**src/sv/sign_magnitude_pcm_upsampler_defines.svh**
```systemverilog
// ----------------------------------------------------------------------------
// Assertion macros for the sign-magnitude PCM upsampler
// Shared property wrappers, clocked on clk and disabled during reset.
// ----------------------------------------------------------------------------
`ifndef SIGN_MAGNITUDE_PCM_UPSAMPLER_DEFINES_SVH
`define SIGN_MAGNITUDE_PCM_UPSAMPLER_DEFINES_SVH

// same-cycle implication
`define SMPU_ASSERT_NOW(lbl, ante, cons) \
	lbl: assert property (@(posedge clk) disable iff (!arst_n) (ante) |-> (cons)) \
		else $error("assertion failed");

// next-cycle implication
`define SMPU_ASSERT_NEXT(lbl, ante, cons) \
	lbl: assert property (@(posedge clk) disable iff (!arst_n) (ante) |=> (cons)) \
		else $error("assertion failed");

`endif

```
**src/sv/smpu_pkg.sv**
```systemverilog
// ----------------------------------------------------------------------------
// smpu_pkg
// Types and constants shared by the front, queue and back of the upsampler.
// ----------------------------------------------------------------------------
package smpu_pkg;

	// queue between front and back
	localparam int QDEPTH = 2;
	localparam int QPTRW  = (QDEPTH > 1) ? $clog2(QDEPTH) : 1;
	localparam int QCNTW  = $clog2(QDEPTH + 1);

	// interpolation divide: sample = trunc(32*x/125), x = 666a+333b on 7-bit codes
	localparam int MW          = 22;                 // |32x| magnitude width
	localparam int RECIPW      = 23;
	localparam int RECIP_SHIFT = 29;
	localparam logic [RECIPW-1:0] RECIP = RECIPW'((64'd1 << RECIP_SHIFT) / 125);
	localparam logic [MW-1:0]     DIVISOR = MW'(125);
	localparam int PRODW       = MW + RECIPW;
	localparam int REMW        = 8;                  // remainder stays below 250

	// one classified code waiting for the back end
	typedef struct packed {
		logic [7:0] prev_val;  // previous code value, two's complement, -127..127
		logic [7:0] cur_val;   // current code value
		logic       has_prev;
		logic       avg;       // phase 3: single midpoint
		logic       last;
	} entry_t;

	typedef struct packed {
		logic empty;
		logic full;
	} q_stat_t;

	typedef enum logic [2:0] {
		K_PREV,
		K_AVG,
		K_I1,
		K_I2,
		K_CUR
	} step_kind_t;

	typedef struct packed {
		logic valid;
		logic interp;
		logic neg;
		logic run_end;
		logic stream_end;
	} ctrl_t;

endpackage

```
**src/sv/sign_magnitude_pcm_upsampler.sv**
```systemverilog
// ----------------------------------------------------------------------------
// sign_magnitude_pcm_upsampler
// 11/4 linear-interpolation upsampler for 8-bit sign-magnitude audio codes.
// ----------------------------------------------------------------------------
// Path: an accepted code is queued, then its results pass the back-end pipe registers.
// Throughput: one result per cycle while out_ready does not stall the output; a code
//   makes from 0 results (an opening code) up to 4, 2.75 on average on a steady stream.
// Input ready drops only while the two-entry queue is full.
// Reset: arst_n clears sample, phase, queue and pipeline valids; output idle.
module sign_magnitude_pcm_upsampler (
	input  logic        clk,
	input  logic        arst_n,
	input  logic        in_valid,
	output logic        in_ready,
	input  logic [7:0]  raw_code,
	input  logic        final_code,
	output logic        out_valid,
	input  logic        out_ready,
	output logic signed [15:0] pcm_sample,
	output logic        run_end,
	output logic        stream_end
);

`include "sign_magnitude_pcm_upsampler_defines.svh"

	smpu_pkg::entry_t  push_entry;
	smpu_pkg::entry_t  head;
	smpu_pkg::q_stat_t q_stat;
	logic              push;
	logic              pop;
	logic [15:0]       sample;

	smpu_front u_front (
		.clk        (clk),
		.arst_n     (arst_n),
		.in_valid   (in_valid),
		.in_ready   (in_ready),
		.raw_code   (raw_code),
		.final_code (final_code),
		.q_stat     (q_stat),
		.push       (push),
		.push_entry (push_entry)
	);

	smpu_fifo u_fifo (
		.clk        (clk),
		.arst_n     (arst_n),
		.push       (push),
		.push_entry (push_entry),
		.pop        (pop),
		.head       (head),
		.q_stat     (q_stat)
	);

	smpu_back u_back (
		.clk        (clk),
		.arst_n     (arst_n),
		.head       (head),
		.q_stat     (q_stat),
		.pop        (pop),
		.out_valid  (out_valid),
		.out_ready  (out_ready),
		.pcm_sample (sample),
		.run_end    (run_end),
		.stream_end (stream_end)
	);

	assign pcm_sample = $signed(sample);

	`SMPU_ASSERT_NOW(a_stream_end_closes_run, out_valid && stream_end, run_end)
	`SMPU_ASSERT_NOW(a_pop_needs_entry, pop, !q_stat.empty)
	`SMPU_ASSERT_NOW(a_queue_state_sane, 1'b1, !(q_stat.full && q_stat.empty))
	`SMPU_ASSERT_NEXT(a_push_fills_queue, push && !pop, !q_stat.empty)

endmodule

```
**src/sv/smpu_front.sv**
```systemverilog
// ----------------------------------------------------------------------------
// smpu_front
// Accepts codes, decodes sign-magnitude, tracks previous sample and phase,
// and pushes one classified entry per code that produces output.
// ----------------------------------------------------------------------------
module smpu_front (
	input  logic             clk,
	input  logic             arst_n,
	input  logic             in_valid,
	output logic             in_ready,
	input  logic [7:0]       raw_code,
	input  logic             final_code,
	input  smpu_pkg::q_stat_t q_stat,
	output logic             push,
	output smpu_pkg::entry_t push_entry
);

	logic [7:0] prev_q;
	logic       have_prev_q;
	logic [1:0] phase_q;
	logic [7:0] mag;
	logic [7:0] cur_val;
	logic       accept;

	assign mag     = {1'b0, raw_code[6:0]};
	// minus zero decodes to zero through the negate
	assign cur_val = raw_code[7] ? (~mag + 8'd1) : mag;

	assign in_ready = !q_stat.full;
	assign accept   = in_valid && in_ready;

	// the first code of a stream that is not final emits nothing
	assign push = accept && (have_prev_q || final_code);

	always_comb begin
		push_entry.prev_val = prev_q;
		push_entry.cur_val  = cur_val;
		push_entry.has_prev = have_prev_q;
		push_entry.avg      = (phase_q == 2'd3);
		push_entry.last     = final_code;
	end

	always_ff @(posedge clk or negedge arst_n) begin
		if (!arst_n) begin
			prev_q      <= '0;
			have_prev_q <= 1'b0;
			phase_q     <= '0;
		end else if (accept) begin
			if (final_code) begin
				prev_q      <= '0;
				have_prev_q <= 1'b0;
				phase_q     <= '0;
			end else begin
				prev_q      <= cur_val;
				have_prev_q <= 1'b1;
				phase_q     <= phase_q + 2'd1;
			end
		end
	end

endmodule

```
**src/sv/smpu_fifo.sv**
```systemverilog
// ----------------------------------------------------------------------------
// smpu_fifo
// Short entry queue between the front and the back end.
// ----------------------------------------------------------------------------
module smpu_fifo (
	input  logic              clk,
	input  logic              arst_n,
	input  logic              push,
	input  smpu_pkg::entry_t  push_entry,
	input  logic              pop,
	output smpu_pkg::entry_t  head,
	output smpu_pkg::q_stat_t q_stat
);

	smpu_pkg::entry_t              mem_q [smpu_pkg::QDEPTH];
	logic [smpu_pkg::QPTRW-1:0]    wr_ptr_q;
	logic [smpu_pkg::QPTRW-1:0]    rd_ptr_q;
	logic [smpu_pkg::QCNTW-1:0]    count_q;

	assign head         = mem_q[rd_ptr_q];
	assign q_stat.empty = (count_q == '0);
	assign q_stat.full  = (count_q == smpu_pkg::QCNTW'(smpu_pkg::QDEPTH));

	always_ff @(posedge clk) begin
		if (push) begin
			mem_q[wr_ptr_q] <= push_entry;
		end
	end

	always_ff @(posedge clk or negedge arst_n) begin
		if (!arst_n) begin
			wr_ptr_q <= '0;
			rd_ptr_q <= '0;
			count_q  <= '0;
		end else begin
			if (push) begin
				wr_ptr_q <= (wr_ptr_q == smpu_pkg::QPTRW'(smpu_pkg::QDEPTH - 1)) ?
					'0 : wr_ptr_q + smpu_pkg::QPTRW'(1);
			end
			if (pop) begin
				rd_ptr_q <= (rd_ptr_q == smpu_pkg::QPTRW'(smpu_pkg::QDEPTH - 1)) ?
					'0 : rd_ptr_q + smpu_pkg::QPTRW'(1);
			end
			case ({push, pop})
				2'b10:   count_q <= count_q + smpu_pkg::QCNTW'(1);
				2'b01:   count_q <= count_q - smpu_pkg::QCNTW'(1);
				default: count_q <= count_q;
			endcase
		end
	end

endmodule

```
**src/sv/smpu_back.sv**
```systemverilog
// ----------------------------------------------------------------------------
// smpu_back
// Steps through the results of the head entry, one per cycle while the pipe advances,
// into a four-stage arithmetic pipe: mix, reciprocal multiply, remainder, output.
// ----------------------------------------------------------------------------
module smpu_back (
	input  logic              clk,
	input  logic              arst_n,
	input  smpu_pkg::entry_t  head,
	input  smpu_pkg::q_stat_t q_stat,
	output logic              pop,
	output logic              out_valid,
	input  logic              out_ready,
	output logic [15:0]       pcm_sample,
	output logic              run_end,
	output logic              stream_end
);

	logic [1:0]                    step_q;
	smpu_pkg::step_kind_t          kind;
	logic [2:0]                    n_steps;
	logic                          last_step;
	logic                          adv;
	logic                          issue;

	logic [7:0]                    c_hi;
	logic [7:0]                    c_lo;
	logic signed [17:0]            mix;
	logic [17:0]                   mix_abs;
	logic [8:0]                    pair_sum;
	logic [15:0]                   direct;

	smpu_pkg::ctrl_t               ctrl_s1, ctrl_s2, ctrl_s3, ctrl_s4;
	logic [smpu_pkg::MW-1:0]       m_s1, m_s2;
	logic [15:0]                   direct_s1, direct_s2, direct_s3;
	logic [smpu_pkg::PRODW-1:0]    prod_s2;
	logic [15:0]                   q0;
	logic [smpu_pkg::MW-1:0]       rem_full;
	logic [15:0]                   q0_s3;
	logic [smpu_pkg::REMW-1:0]     rem_s3;
	logic [15:0]                   quot;
	logic [15:0]                   sample_s4;

	// whole pipe moves together; the output stage is the skid point
	assign adv   = !ctrl_s4.valid || out_ready;
	assign issue = adv && !q_stat.empty;

	always_comb begin
		case (step_q)
			2'd0:    kind = head.has_prev ? smpu_pkg::K_PREV : smpu_pkg::K_CUR;
			2'd1:    kind = head.avg ? smpu_pkg::K_AVG : smpu_pkg::K_I1;
			2'd2:    kind = head.avg ? smpu_pkg::K_CUR : smpu_pkg::K_I2;
			default: kind = smpu_pkg::K_CUR;
		endcase
	end

	// entries without a previous sample are always final
	assign n_steps   = head.has_prev ? ((head.avg ? 3'd2 : 3'd3) + {2'b00, head.last}) : 3'd1;
	assign last_step = ({1'b0, step_q} == (n_steps - 3'd1));
	assign pop       = issue && last_step;

	always_ff @(posedge clk or negedge arst_n) begin
		if (!arst_n) begin
			step_q <= '0;
		end else if (issue) begin
			step_q <= last_step ? 2'd0 : step_q + 2'd1;
		end
	end

	// mix: 666*hi + 333*lo on the 7-bit code values (samples are codes * 256)
	assign c_hi    = (kind == smpu_pkg::K_I2) ? head.cur_val : head.prev_val;
	assign c_lo    = (kind == smpu_pkg::K_I2) ? head.prev_val : head.cur_val;
	assign mix     = $signed({{10{c_hi[7]}}, c_hi}) * 18'sd666
	               + $signed({{10{c_lo[7]}}, c_lo}) * 18'sd333;
	assign mix_abs = mix[17] ? (~mix + 18'd1) : mix;
	assign pair_sum = {head.prev_val[7], head.prev_val} + {head.cur_val[7], head.cur_val};

	always_comb begin
		case (kind)
			smpu_pkg::K_PREV: direct = {head.prev_val, 8'd0};
			smpu_pkg::K_AVG:  direct = {pair_sum, 7'd0};
			smpu_pkg::K_CUR:  direct = {head.cur_val, 8'd0};
			default:          direct = '0;
		endcase
	end

	always_ff @(posedge clk or negedge arst_n) begin
		if (!arst_n) begin
			ctrl_s1 <= '0;
			ctrl_s2 <= '0;
			ctrl_s3 <= '0;
			ctrl_s4 <= '0;
		end else if (adv) begin
			ctrl_s1.valid      <= issue;
			ctrl_s1.interp     <= (kind == smpu_pkg::K_I1) || (kind == smpu_pkg::K_I2);
			ctrl_s1.neg        <= mix[17];
			ctrl_s1.run_end    <= last_step;
			ctrl_s1.stream_end <= (kind == smpu_pkg::K_CUR);
			ctrl_s2            <= ctrl_s1;
			ctrl_s3            <= ctrl_s2;
			ctrl_s4            <= ctrl_s3;
		end
	end

	// divide by 125: truncated reciprocal estimate is exact or one short
	assign q0       = prod_s2[smpu_pkg::RECIP_SHIFT+15:smpu_pkg::RECIP_SHIFT];
	assign rem_full = m_s2 - smpu_pkg::MW'(q0) * smpu_pkg::DIVISOR;
	assign quot     = q0_s3 + {15'd0, (rem_s3 >= smpu_pkg::REMW'(125))};

	always_ff @(posedge clk) begin
		if (adv) begin
			m_s1      <= {mix_abs[16:0], 5'd0};
			direct_s1 <= direct;
			m_s2      <= m_s1;
			prod_s2   <= smpu_pkg::PRODW'(m_s1) * smpu_pkg::PRODW'(smpu_pkg::RECIP);
			direct_s2 <= direct_s1;
			q0_s3     <= q0;
			rem_s3    <= rem_full[smpu_pkg::REMW-1:0];
			direct_s3 <= direct_s2;
			if (ctrl_s3.interp) begin
				sample_s4 <= ctrl_s3.neg ? (~quot + 16'd1) : quot;
			end else begin
				sample_s4 <= direct_s3;
			end
		end
	end

	assign out_valid  = ctrl_s4.valid;
	assign pcm_sample = sample_s4;
	assign run_end    = ctrl_s4.run_end;
	assign stream_end = ctrl_s4.stream_end;

endmodule

```
**config.mk**
```make
export PLATFORM = sky130hd
export DESIGN_NAME = sign_magnitude_pcm_upsampler
export DESIGN_NICKNAME = d
export VERILOG_FILES = /design/src/sv/smpu_pkg.sv /design/src/sv/sign_magnitude_pcm_upsampler.sv /design/src/sv/smpu_front.sv /design/src/sv/smpu_fifo.sv /design/src/sv/smpu_back.sv
export VERILOG_INCLUDE_DIRS = /design/src /design/src/sv
export SDC_FILE = /design/constraint.sdc
export NUM_CORES = 1
export LEC_CHECK = 0
export ABC_AREA = 0
export BUFFER_PORTS_ARGS = -buffer_cell sky130_fd_sc_hd__buf_2
export CELL_PAD_IN_SITES_DETAIL_PLACEMENT = 0
export CELL_PAD_IN_SITES_GLOBAL_PLACEMENT = 1
export CORE_ASPECT_RATIO = 1.25
export CORE_MARGIN = 1.5
export CORE_UTILIZATION = 42
export CTS_BUF_LIST = sky130_fd_sc_hd__clkbuf_8
export DETAILED_ROUTE_END_ITERATION = 6
export PLACE_DENSITY = 0.79
export SLEW_MARGIN = 10
export SYNTH_ARGS = -nofsm -noshare
export SYNTH_HDL_FRONTEND = slang
export SYNTH_SLANG_ARGS = --single-unit
```
**constraint.sdc**
```tcl
create_clock -name clk -period 8.9 [get_ports clk]
set_input_delay 0.445 -clock clk [delete_from_list [all_inputs] [get_ports clk]]
set_output_delay 0.445 -clock clk [all_outputs]
set_load 0.05 [all_outputs]
```
==> results by group <==
Route
  – DR iter-0 viols: roughly 400
  – # DRC: 0
  – Vias/cell: 5.01
  – WL final: 31800 um
  – Via count: 10600
  – WL/cell: approximately 15 um
  – Post-route ant nets: 0
  – DR pass1 iterations: 4

Global routing
  – Grt met2 use: 31.0%
  – Aggregate global-route resource usage: 16.1%
  – Largest net degree at the start of global routing: around 80
  – GR Overflow Total: 0
  – Met3 usage in global routing: 1.77%
  – Vias in the first global route: 11400
  – First-pass GRT wire length: 54100 um
  – Met1 GRT Util: 18.6%
  – GR peak layer: met2
  – Initial antenna violation count: 0

Clock tree
  – CTS tree: yes
  – Hold buffers post-CTS: 0
  – CTS Buffer Depth: 2
  – Clk_lat worst skew: approximately 470 ps
  – Clock root cell: clkbuf_8
  – Number of H-tree levels: 4
  – Num CTS Buffers: 17
  – Clock Sinks: 175
  – Clock slew at reported path FFs: about 90 ps

Die
  – CORE AREA: 40000 um2
  – Row Count: 82
  – Initial core utilization: between 40% and 50%
  – # IOs: 33
  – Die Y: 228 um
  – Die area: 41600 um2
  – Die W: 183 um

Critical path
  – Setup slack, reg-to-reg: 430 ps
  – Slowest cell on the critical path: fa_1
  – Kind of critical path: flop to flop
  – Max incr delay on CP: 540 ps
  – Reg-to-reg critical path endpoint: u_back.m_s1[14]
  – Critical Path Sink Type: flop
  – CP required: a little over 9000 ps
  – Cell mode on critical path: ha_1
  – Worst r2r path cells: 34
  – Reg-to-reg critical path startpoint: u_back.step_q[0]
  – Worst endpoint data arrival time: 8690 ps
  – Startpoint type of the worst setup path: flop
  – Critical Path Fanout Max: 10

Placement
  – Placed cells: 2073
  – IO buf count: 32
  – Gpl congestion: 0.865
  – Post-DP HPWL: roughly 26000 um
  – Pre-CTS WS: 163 ps

Timing
  – Least-Margin Pin Slew: 943 ps
  – Fin crit period: between 8000 and 9000 ps
  – F_max: ~0.12 GHz
  – Endpoints failing setup: 0
  – Clk_skew: about 14 ps
  – Slew Viols, Final: 0
  – Max_slew headroom: 37.1%
  – Final Hold Fails: 0
  – Tcrit/Tclk final: 95.2%
  – Setup slack after layout: 426 ps

Final layout
  – Final non-filler cell total: 2109
  – Commonest non-fill, non-tap cells in the layout: inv_1 (313), ha_1 (302), fa_1 (141)
  – Most common cell after layout, fill and taps aside: inv_1
  – Share of layout cells above drive strength 1: under 10%
  – Diodes inserted: 0
  – Layout Area Growth over Synthesis: 8.07%
  – Nets: 2049

Hold path
  – Hold Path Class: input pin to async pin

Logic synthesis
  – Syn_nets: about 2000
  – Mapped Area: 17000 um2
  – Sequential share of the synthesized area: 29.9%
  – Syn avg cell area: 11.2 um2
  – Number of flops mapped to enable cells by yosys: 140
  – Seq cells post-synth: ~180
  – Fraction of registers with async set/reset: 20.0%
  – Synth unique cells: 73
  – Cells after Synth: 1518
  – Post-synth top flop: edfxtp_1
  – Yosys warns: 0

Outcome
  – Outcome: finished, final reports clean

Job
  – Max cap viols: 0
[worst max path at each step]
stage	start	slack [ps]	endpoint	cells after the start
global placement	u_back.step_q[0]	360	u_back.m_s1[10]	32
detailed placement	u_back.step_q[0]	160	u_back.m_s1[14]	33
global route	u_back.step_q[0]	-0.05	u_back.m_s1[14]	33
CTS	u_back.step_q[0]	160	u_back.m_s1[14]	33
finish	u_back.step_q[0]	430	u_back.m_s1[14]	34
floorplan	u_fifo.rd_ptr_q	10	u_back.m_s1[10]	33
[registers in the layout (all words and copies together) (netlist names), 5 cells and up]
name	cells
u_back.direct_s3	9
u_back.direct_s2	9
u_back.ctrl_s3	5
u_back.direct_s1	9
u_back.q0_s3	15
u_back.rem_s3	8
u_front.prev_q	8
u_fifo.mem_q	38
u_back.ctrl_s1	5
u_back.pcm_sample	16
u_back.ctrl_s2	5
u_back.m_s1	17
u_back.prod_s2	16
[worst max-delay path: cells and delay by family (launching register included)]
kind / cells / cell delay (ps)
adders and majority gates: 12 / 4590
AOI/OAI and AO/OA: 9 / 1270
buffers and inverters: 7 / 730
xor gates and xnor gates: 2 / 510
DFF: 1 / 420
and+or+nand+nor: 3 / 420
muxes: 1 / 260
[area by class of cell]
class | instances | area, um2
Fill cell | 3715 | 21700
Multi-Input combinational cell | 1016 | 10700
Sequential cell | 175 | 5080
Inverter | 312 | 1170
Tap cell | 504 | 631
Timing Repair Buffer | 70 | 449
Clock buffer | 17 | 234
Clock inverter | 15 | 129
[cell families after synthesis]
family                   share of synthesized area [%]
AO/OA/AOI/OAI                                     7.35
XOR/XNOR                                          5.77
adder cells (fa/ha/maj)                           39.0
buffers and inverters                             7.50
flip-flops                                        29.9
multiplexers                                      3.88
AND/OR/NAND/NOR                                   6.59
[stage by stage]
step	utilization (%)	area (um2)	setup TNS, ps	hold WS (ps)
after detailed placement	44.8	17900	0	405
after CTS	45.7	18300	0	72.0
after floorplan	-	17000	0	149
after global routing	45.9	18300	-0.0533	99.4
final	45.9	18300	0	72.3
after global placement	44.8	17900	0	402
[what timing repair did]
action	CTS	global route
setup buffers	0	4
gates resized for setup	0	7
endpoints found under the setup margin	0	17
[Yosys cell counts (3+ instances only)]
| cell | n | area [um2] |
|---|---|---|
| a211o_1 | 4 | 35.0 |
| a211oi_1 | 6 | 45.0 |
| a21boi_0 | 3 | 22.5 |
| a21o_1 | 22 | 165 |
| a21oi_1 | 46 | 230 |
| a22o_1 | 6 | 52.6 |
| a31oi_1 | 11 | 68.8 |
| and2_1 | 11 | 68.8 |
| and3_1 | 4 | 25.0 |
| and3b_1 | 4 | 35.0 |
| buf_2 | 4 | 20.0 |
| clkbuf_1 | 4 | 15.0 |
| clkbuf_8 | 3 | 41.3 |
| dfrtp_1 | 35 | 876 |
| edfxtp_1 | 140 | 4200 |
| fa_1 | 142 | 2840 |
| ha_1 | 302 | 3780 |
| inv_1 | 312 | 1170 |
| mux2_2 | 23 | 259 |
| mux2i_1 | 37 | 370 |
| nand2_1 | 45 | 169 |
| nand2b_1 | 12 | 75.1 |
| nand3_1 | 19 | 95.1 |
| nand4_1 | 12 | 75.1 |
| nor2_1 | 56 | 210 |
| nor2b_1 | 11 | 68.8 |
| nor3_1 | 16 | 80.1 |
| o2111ai_1 | 4 | 35.0 |
| o211ai_1 | 8 | 60.1 |
| o21a_1 | 9 | 67.6 |
| o21ai_0 | 22 | 110 |
| o21ai_1 | 3 | 15.0 |
| o21bai_1 | 9 | 67.6 |
| o221ai_1 | 8 | 70.1 |
| o31ai_1 | 5 | 37.5 |
| or2_2 | 4 | 25.0 |
| or3_1 | 4 | 25.0 |
| xnor2_1 | 72 | 631 |
| xor2_1 | 38 | 333 |
[layer usage]
| layer | vias up | wire length [um] |
|---|---|---|
| met4 | 0 | 575 |
| li1 | 5290 | - |
| met5 | - | 0 |
| met3 | 29 | 552 |
| met1 | 5148 | 13500 |
| met2 | 109 | 17200 |
Power is not shown: default switching activity piles up to over one toggle a cycle in this logic, so the estimate is an artifact.
